===== config.mk =====
export PLATFORM = sky130hd
export DESIGN_NAME = tmpr_ctrl
export DESIGN_NICKNAME = d
export VERILOG_FILES = /design/src/hw/rtl/tile_map_pixel_renderer_unit_assert.svh /design/src/hw/rtl/tmpr_pkg.sv /design/src/hw/rtl/tmpr_ctrl.sv
export SDC_FILE = /design/constraint.sdc
export NUM_CORES = 1
export LEC_CHECK = 0
export ABC_AREA = 1
export BUFFER_PORTS_ARGS = -buffer_cell sky130_fd_sc_hd__buf_2
export CORE_AREA = 2 2 39 41
export CTS_CLUSTER_DIAMETER = 40
export DETAILED_ROUTE_END_ITERATION = 8
export DIE_AREA = 0 0 41 43
export GPL_TIMING_DRIVEN = 0
export PLACE_DENSITY = 0.57
export SETUP_SLACK_MARGIN = 0.05
export SYNTH_ARGS = -nofsm -noshare
export SYNTH_HDL_FRONTEND = slang
export SYNTH_SLANG_ARGS = --single-unit

===== constraint.sdc =====
create_clock -name clk -period 1.4 [get_ports clk]
set_clock_uncertainty 0.15 [all_clocks]
set_input_delay 0.14 -clock clk [delete_from_list [all_inputs] [get_ports clk]]
set_output_delay 0.14 -clock clk [all_outputs]
set_load 0.02 [all_outputs]

===== src/hw/rtl/tile_map_pixel_renderer_unit_assert.svh =====
// ----------------------------------------------------------------------------
// tile map pixel renderer assertion macros
// shared concurrent assertion forms, clocked and disabled during reset
// ----------------------------------------------------------------------------
`ifndef TILE_MAP_PIXEL_RENDERER_UNIT_ASSERT_SVH
`define TILE_MAP_PIXEL_RENDERER_UNIT_ASSERT_SVH

// same-cycle implication
`define TMPR_ASSERT_NOW(label, clk, rst, ante, cons) \
  label: assert property (@(posedge clk) disable iff (rst) (ante) |-> (cons)) \
    else $error("tmpr assertion failed");

// next-cycle implication
`define TMPR_ASSERT_NEXT(label, clk, rst, ante, cons) \
  label: assert property (@(posedge clk) disable iff (rst) (ante) |=> (cons)) \
    else $error("tmpr assertion failed");

// at most one bit set
`define TMPR_ASSERT_ONEHOT0(label, clk, rst, vec) \
  label: assert property (@(posedge clk) disable iff (rst) $onehot0(vec)) \
    else $error("tmpr assertion failed");

`endif


===== src/hw/rtl/tmpr_pkg.sv =====
// ----------------------------------------------------------------------------
// tmpr_pkg
// shared constants and controller/datapath interface types for the renderer
// ----------------------------------------------------------------------------
`timescale 1ns / 1ps

package tmpr_pkg;

  // action codes carried in the input tuser
  localparam logic [1:0] ACT_LOAD_TILE = 2'd0;
  localparam logic [1:0] ACT_LOAD_PAL  = 2'd1;
  localparam logic [1:0] ACT_DRAW      = 2'd2;

  // storage sizes
  localparam int TILE_STORE_BYTES_DEF = 65536;
  localparam int PALETTE_ENTRIES      = 256;
  localparam int PAL_AW               = $clog2(PALETTE_ENTRIES);

  // field widths
  localparam int ACTION_W   = 2;
  localparam int ADDRESS_W  = 16;
  localparam int DATA_W     = 32;
  localparam int ENTRY_W    = 16;
  localparam int POS_W      = 8;
  localparam int TILE_W     = 10;
  localparam int PIXEL_W    = 11;
  localparam int IN_TDATA_W  = 80;
  localparam int OUT_TDATA_W = 56;

  // one tile row: eight 4-bit pixels in a 32-bit word
  localparam int ROW_W   = 32;
  localparam int ROWS    = 8;
  localparam int PIXELS  = 64;

  // commands from controller to datapath
  typedef struct packed {
    logic clear;
    logic load_tile;
    logic load_pal;
    logic start;
    logic fetch;
    logic scan;
  } dp_cmd_t;

  // status from datapath to controller
  typedef struct packed {
    logic clear_done;
    logic fetch_done;
    logic scan_done;
  } dp_status_t;

endpackage


===== src/hw/rtl/tmpr_ctrl.sv =====
// ----------------------------------------------------------------------------
// tmpr_ctrl
// state machine: store clearing pass, load/draw dispatch, row fetch and scan
// ----------------------------------------------------------------------------
`timescale 1ns / 1ps

module tmpr_ctrl (
  input  logic                      clk,
  input  logic                      rst,
  input  logic                      in_valid,
  output logic                      in_ready,
  input  logic [1:0]                in_action,
  input  logic [9:0]                in_tile,
  output tmpr_pkg::dp_cmd_t         cmd,
  input  tmpr_pkg::dp_status_t      status
);
  import tmpr_pkg::*;

  localparam logic [1:0] ST_CLEAR = 2'd0;
  localparam logic [1:0] ST_IDLE  = 2'd1;
  localparam logic [1:0] ST_FETCH = 2'd2;
  localparam logic [1:0] ST_SCAN  = 2'd3;

  logic [1:0] state;
  logic [1:0] state_next;
  logic       accept;

  assign in_ready = (state == ST_IDLE);
  assign accept   = in_valid && in_ready;

  // next state and datapath commands
  always_comb begin
    state_next = state;
    cmd        = '0;
    unique case (state)
      ST_CLEAR: begin
        cmd.clear = 1'b1;
        if (status.clear_done) begin
          state_next = ST_IDLE;
        end
      end
      ST_IDLE: begin
        if (accept) begin
          unique case (in_action)
            ACT_LOAD_TILE: cmd.load_tile = 1'b1;
            ACT_LOAD_PAL:  cmd.load_pal = 1'b1;
            ACT_DRAW: begin
              if (in_tile != '0) begin
                cmd.start  = 1'b1;
                state_next = ST_FETCH;
              end
            end
            default: ;
          endcase
        end
      end
      ST_FETCH: begin
        cmd.fetch = 1'b1;
        if (status.fetch_done) begin
          state_next = ST_SCAN;
        end
      end
      ST_SCAN: begin
        cmd.scan = 1'b1;
        if (status.scan_done) begin
          state_next = ST_IDLE;
        end
      end
      default: state_next = ST_CLEAR;
    endcase
  end

  // state register
  always_ff @(posedge clk) begin
    if (rst) begin
      state <= ST_CLEAR;
    end else begin
      state <= state_next;
    end
  end

endmodule


# Yosys cells after proc, flatten, opt, wreduce, memory -nomap -nowiden
# Cells that the tools add are included.
[word_totals] out_inout_bits=7 in_bits=18 reg_bits=2 wordCells=33
[classes] n_reduce_logical=5 muxes=16 n_eq_ne=11
[ops] cell="$mux W2" n=6
[ops] cell="$reduce_bool A10 Y1" n=1
[ops] cell="$pmux W2 S4" n=1
[ops] cell="$mux W1" n=7
[ops] cell="$eq A2 B2 Y1 const B" n=3
[ops] cell="$mux W3" n=2
[ops] cell="$ne A2 B1 Y1 const B" n=3
[ops] cell="$ne A2 B2 Y1 const B" n=3
[ops] cell="$reduce_and A6 Y1" n=1
[ops] cell="$eq A2 B1 Y1 const B" n=2
[ops] cell="$logic_not A2 Y1" n=2
[ops] cell="$logic_and A1 B1 Y1" n=1

# Logic depth before layout (Yosys ltp)
# Gate-level depths: netlist of run 1.
[depth] depth_word=5 depth_mapped=9 ltp_nobuf=9

# Worst setup path before layout of run 1
# OpenSTA, ideal clock, no wires.
[synth_path] path_kind="reg-to-output" startpoint="register state[1]" endpoint="output cmd[2] (netlist bit)" path_buffers=0 arrival_time_ns=1.459 required_ns=1.110 path_stages_with_launch=5 path_slack_ns=-0.349 path_cell_list="dfxtp_1 inv_1 ha_1 nand2_1 a211oi_1"
[synth_rtl] item="start, declared" line="tmpr_ctrl.sv:24" text="logic [1:0] state;"
[synth_rtl] item="start signal, assigned" line="tmpr_ctrl.sv:78" text="state <= state_next;"
[synth_rtl] item="end, declared" line="tmpr_ctrl.sv:14" text="output tmpr_pkg::dp_cmd_t cmd,"

==> flow_metrics.py, run 1 <==
metrics = {
    "cells_and_area": {
        "regMostFlops": "state",
        "syn_to_final_growth_pct": 118,
        "final_core_util_pct": 45.1,
        "largest_reg_flops": 2,
        "diodes": 0,
        "final_area_um2": 624,
        "nets": 104,
        "largestRegisters": "state x2",
        "n_fill_cell": 147,
        "drive_gt1_share_pct": 64.6,
    },
    "pwr": {
        "power_density_nw_per_um2": 1530,
        "ir_drop_mv": 0.861,
        "p_leak_nw": 0.331,
    },
    "setup_path": {
        "crit_buf_inv": 2,
        "critPathArrivalTime_ns": 1.17,
        "slowest_delay_ns": 0.34,
        "cp_top_family": "flip-flops",
        "ff2ff_setup_slack_ns": 0,
        "required_ns": 1.11,
        "crit_path_end_kind": "output pin",
        "r2r_start": "state[1]$_SDFFE_PP0P_",
        "crit_path_max_fanout": 4,
        "path_depth": 5,
        "worst_r2r_path_depth": 8,
        "path_class": "register to output pin",
        "cp_slowest_cell": "dfxtp_4",
        "crit_chain": "inv_4 > ha_4 > nand2_4 > a211oi_4 > buf_6",
        "crit_start": "state[1]$_SDFFE_PP0P_",
        "critical_path.startpoint_type": "register",
        "endpoint": "cmd[2]",
        "r2r-end": "state[1]$_SDFFE_PP0P_",
    },
    "timing": {
        "slew_violations": 0,
        "rsz0062_at_grt": "yes",
        "setup_ws_ns": -0.0585,
        "tightest_slew_ns": 0.174,
        "slew_headroom_pct": 88.4,
        "min_period_ns": 1.46,
        "period_share_pct": 104,
        "max_freq_ghz": 0.686,
        "hold_viol_final": 0,
        "setup_viol": 3,
    },
    "clock_tree": {
        "clkTransAtPathRegs_ns": 0.03,
        "cts.sinks": 2,
        "cts_max_path_buffers": 2,
        "cts-root-buf": "clkbuf_4",
        "clk_latency_ns": 0.22,
        "postCtsHoldBufs": 0,
        "cts_buffers": 3,
        "cts_tree": "built",
        "h-tree-depth": 1,
    },
    "routing": {
        "wirelength_um": 724,
        "highest_layer": "met3",
        "drt-pass1-iter-count": 2,
        "met3RoutedLength_um": 54,
        "wire_per_inst_um": 7.62,
        "wl_met1_um": 272,
        "vias": 394,
        "met2WireLength_um": 397,
        "drtAntennaViolNets": 0,
        "drc": 0,
        "vias_per_cell": 4.15,
        "dr.first_iter.drc_count": 2,
    },
    "die": {
        "die_height_um": 43,
        "rows": 14,
        "dieWidth_um": 41,
        "die-area_um2": 1760,
        "ios": 25,
        "initial_core_util_pct": 20.7,
        "fp.coreArea_um2": 1380,
    },
    "yosys": {
        "synth_area_um2": 287,
        "synth_fp_nets": 71,
        "synthDistinctLibCells": 14,
        "ys.warnings.count": 0,
        "yosysSeqAreaShare_pct": 14.0,
        "synthCells": 48,
        "ys_seq_elements": 2,
        "syn_avg_cell_area_um2": 5.97,
    },
    "place": {
        "io_buffers": 24,
        "dp_slack_ns": -0.0418,
        "place_congestion": 0.668,
        "detailed_place_hpwl_um": 616,
        "postPlaceCellArea_um2": 507,
    },
    "global_routing": {
        "overflow": 0,
        "grt_pass1_vias": 349,
        "grt_pass1_wl_um": 1260,
        "gr-usage-all-layers_pct": 10.0,
        "antenna_found_initial": 0,
        "grt_max_degree": 5,
    },
    "run_status": {
        "outcome": "complete, but fails checks",
        "violations": "negative setup slack",
    },
    "run": {
        "cap_viol_max_count": 0,
    },
    "hold_path": {
        "hp-class": "input pin to register",
    },
}
## tightest hold or removal path: stages
cell	delay, ns
buf_2	0.07
inv_1	0.04
nand2_1	0.05
nor2_1	0.04
## worst min-delay path by stage
| stage | slack [ns] | endpoint | cells after the start | start |
|---|---|---|---|---|
| after floorplan | 0.14 | state[0]$_SDFFE_PP0P_ | 3 | rst |
| after global placement | 0.24 | state[1]$_SDFFE_PP0P_ | 4 | rst |
| after detailed placement | 0.24 | state[0]$_SDFFE_PP0P_ | 4 | rst |
| after CTS | 0.008 | state[0]$_SDFFE_PP0P_ | 4 | rst |
| after global routing | 0.04 | state[0]$_SDFFE_PP0P_ | 4 | rst |
| final | 0.008 | state[0]$_SDFFE_PP0P_ | 4 | rst |
## cells in the final DEF, fill, tap and decap left out, drive strengths merged, types with 2 or more instances in the layout
cell    count
buf        28
nand2      12
inv        11
nor2        8
ha          5
clkbuf      3
nor3        2
nand3       2
nand4       2
dfxtp       2
## final cells by class
class	count	area [um^2]	area share [%]
Multi-Input combinational cell	35	309	49.5
Timing Repair Buffer	28	181	29.1
Sequential cell	2	47.5	7.62
Inverter	11	43.8	7.01
Clock buffer	3	22.5	3.61
Tap cell	16	20.0	3.21
## metrics by stage
stage | hold slack, ns | cells | power [mW] | setup TNS (ns)
6_report | 0.00795 | 95 | 0.955 | -0.0592
2_1_floorplan | 0.139 | 48 | 0.570 | 0
3_5_place_dp | 0.239 | 88 | 0.665 | -0.0569
5_1_grt | 0.0371 | 95 | 1.06 | -0.369
3_3_place_gp | 0.239 | 88 | 0.657 | 0
4_1_cts | 0.00776 | 95 | 0.915 | -0.242
## synthesized netlist by cell type
| cell | instances | area [um^2] |
|---|---|---|
| nand2_1 | 12 | 45.0 |
| inv_1 | 11 | 41.3 |
| nor2_1 | 6 | 22.5 |
| ha_1 | 5 | 62.6 |
| dfxtp_1 | 2 | 40.0 |
| nand4_1 | 2 | 12.5 |
| nor2_2 | 2 | 12.5 |
| nor3_1 | 2 | 10.0 |
| a211oi_1 | 1 | 7.51 |
| and2_1 | 1 | 6.26 |
| nand3_1 | 1 | 5.00 |
| nand3_2 | 1 | 10.0 |
| o21ai_0 | 1 | 5.00 |
| or2_0 | 1 | 6.26 |
## kinds of logic (layout without fill, tap and decap cells)
kind of cell | count (synthesis) | in the layout | synth area share, %
DFF | 2 | 2 | 14.0
AOI/OAI and AO/OA | 2 | 2 | 4.37
and+or+nand+nor | 28 | 28 | 45.4
adders and majority gates | 5 | 5 | 21.8
buffers and inverters | 11 | 42 | 14.4
## layer usage
layer / GRT usage (%) / vias to the layer above
met5: 0 / -
met4: 2.00 / 0
met3: 3.14 / 0
met2: 17.5 / 12
met1: 11.2 / 175
li1: - / 207
## where the power goes
group,switching [mW],internal [mW],total (mW)
combinational,0.380,0.312,0.692
sequential,0.0390,0.0995,0.139
clock,0.0299,0.0943,0.124
## what timing repair did
| action | 4_1_cts | 5_1_grt |
|---|---|---|
| setup endpoints to repair | 5 | 5 |
| setup buffers | 4 | 0 |
| resized for setup | 9 | 7 |
| hold endpoints to repair | 0 | 0 |
| pin swaps | 6 | 4 |
Note: power is estimated with default switching activity, not from simulation.
==> inputs of run 2 (changes only) <==
==> constraint.sdc (replaced) <==
create_clock -name clk -period 1.29 [get_ports clk]
set_clock_uncertainty 0.15 [all_clocks]
set_input_delay 0.129 -clock clk [delete_from_list [all_inputs] [get_ports clk]]
set_output_delay 0.129 -clock clk [all_outputs]
set_load 0.02 [all_outputs]
==> run 2 against run 1 <==
- core utilization up 1.4 points
- total power up 15%
- via count decreased by 0.25%
- non-clock buffer count rose by 1
- cell area rose by 3.2%
- sequential share of layout area fell by 0.24 points
- hold slack improved by 0.21 ns
- the run still ends with negative setup slack left
==> flow_metrics.py, run 2 (synthesis gave the netlist of run 1 again) <==
metrics = {
    "clock_tree": {
        "cts-root-buf": "clkbuf_4",
        "cts_max_path_buffers": 2,
        "cts.sinks": 2,
        "clk_latency_ns": 0.23,
        "cts_tree": "built",
        "clkTransAtPathRegs_ns": 0.03,
        "cts_buffers": 3,
        "h-tree-depth": 1,
    },
    "cells_and_area": {
        "stdcell_count": 96,
        "syn_to_final_growth_pct": 125,
        "largest_reg_flops": 2,
        "largestRegisters": "state x2",
        "regMostFlops": "state",
        "mostFrequentLayoutCells": "buf_2, nand2_1, buf_6, inv_1, nor2_1",
        "multi_input_area_um2": 297,
        "drive_gt1_share_pct": 62.5,
        "n_fill_cell": 152,
        "nets": 105,
        "final_common_cell": "buf_2",
        "seq_area_um2": 47.5,
        "diodes": 0,
    },
    "pwr": {
        "power_density_nw_per_um2": 1700,
        "power_mw": 1.09,
        "p_leak_nw": 0.333,
        "ir_drop_mv": 0.614,
    },
    "die": {
        "initial_core_util_pct": 20.7,
        "ios": 25,
        "rows": 14,
        "die-area_um2": 1760,
        "die_height_um": 43,
        "fp.coreArea_um2": 1380,
        "dieWidth_um": 41,
    },
    "place": {
        "detailed_place_hpwl_um": 592,
        "post-place-cells": 88,
        "io_buffers": 24,
        "place_congestion": 0.685,
        "dp_slack_ns": -0.101,
    },
    "setup_path": {
        "path_class": "register to output pin",
        "critPathArrivalTime_ns": 1.18,
        "required_ns": 1.01,
        "critical_path.startpoint_type": "register",
        "crit_path_end_kind": "output pin",
        "r2r_start": "state[1]$_SDFFE_PP0P_",
        "crit_start": "state[1]$_SDFFE_PP0P_",
        "crit_path_max_fanout": 3,
    },
    "routing": {
        "drc": 0,
        "met3RoutedLength_um": 43,
        "wirelength_um": 725,
        "highest_layer": "met4",
        "vias": 393,
        "drtAntennaViolNets": 0,
        "vias_per_cell": 4.09,
        "drt-pass1-iter-count": 2,
        "wire_per_inst_um": 7.55,
        "wl_met1_um": 263,
        "met2WireLength_um": 406,
        "dr.first_iter.drc_count": 1,
    },
    "global_routing": {
        "grt_pass1_vias": 357,
        "antenna_found_initial": 0,
        "grt_pass1_wl_um": 1240,
        "overflow": 0,
        "gr-usage-all-layers_pct": 10.5,
        "grt_max_degree": 5,
    },
    "timing": {
        "hold_viol_final": 0,
        "period_share_pct": 113,
        "slew_violations": 0,
        "slew_headroom_pct": 88.0,
        "setup_viol": 7,
        "rsz0062_at_grt": "yes",
        "max_freq_ghz": 0.685,
        "min_period_ns": 1.46,
        "tightest_slew_ns": 0.180,
        "setup_ws_ns": -0.170,
    },
    "run_status": {
        "outcome": "complete, but fails checks",
        "violations": "negative setup slack",
    },
    "hold_path": {
        "hp-class": "input pin to register",
        "min_from": "in_valid",
    },
    "run": {
        "cap_viol_max_count": 0,
    },
}
==> run 2: changes by cell type in the layout (fill, tap and decap cells not counted), sizes merged <==
cell,delta
dlygate4sd3,+1
==> run 2: what timing repair did <==
| item | in CTS | in global routing |
|---|---|---|
| buffers inserted | 4 | 0 |
| pin swaps | 3 | 8 |
| hold buffers | 1 | 0 |
| hold endpoints to repair | 2 | 0 |
| gates resized for setup | 18 | 3 |
| setup endpoints to repair | 8 | 9 |
==> run 2: path summary, 6_finish.rpt <==
kind / to / slack [ns] / cells past startpoint
max: cmd[2] / -0.17 / 5
min: state[1]$_SDFFE_PP0P_ / 0.22 / 6
max reg2reg: state[0]$_SDFFE_PP0P_ / -0.13 / 10
min reg2reg: state[0]$_SDFFE_PP0P_ / 0.46 / 4
==> run 2: through the flow <==
step | area [um^2] | utilization [%] | hold slack [ns] | TNS, ns
final | 644 | 46.6 | 0.223 | -0.686
after detailed placement | 517 | 37.3 | 0.229 | -0.221
after floorplan | 377 | - | 0.125 | -0.0316
after global routing | 644 | 46.6 | 0.298 | -1.21
after global placement | 517 | 37.3 | 0.226 | -0.204
after CTS | 634 | 45.8 | 0.239 | -0.826
==> run 2: worst max-delay path: stages (launching register included) <==
cell and delay [ns]:
dfxtp_4 0.35, inv_4 0.07, ha_4 0.15, nand2_4 0.08
a211oi_4 0.16, buf_6 0.14
==> run 2: final cells by class <==
cell class,instances,area share [%]
sequential,2,7.38
inverter,11,7.18
tap,16,3.11
multi-input combinational,35,46.0
clock buffer,3,3.50
timing repair buffer,29,32.8
==> run 2: layer usage <==
metal	up-vias	track usage, %
li1	211	-
met2	13	15.9
met4	0	10.0
met3	2	1.57
met1	167	11.5
met5	-	0
==> run 2: power breakdown <==
group          total (mW)  leakage, nW  internal (mW)  switching (mW)
Sequential          0.161       0.0178          0.108          0.0529
Clock               0.138       0.0138          0.103          0.0356
Combinational       0.795        0.301          0.401           0.394
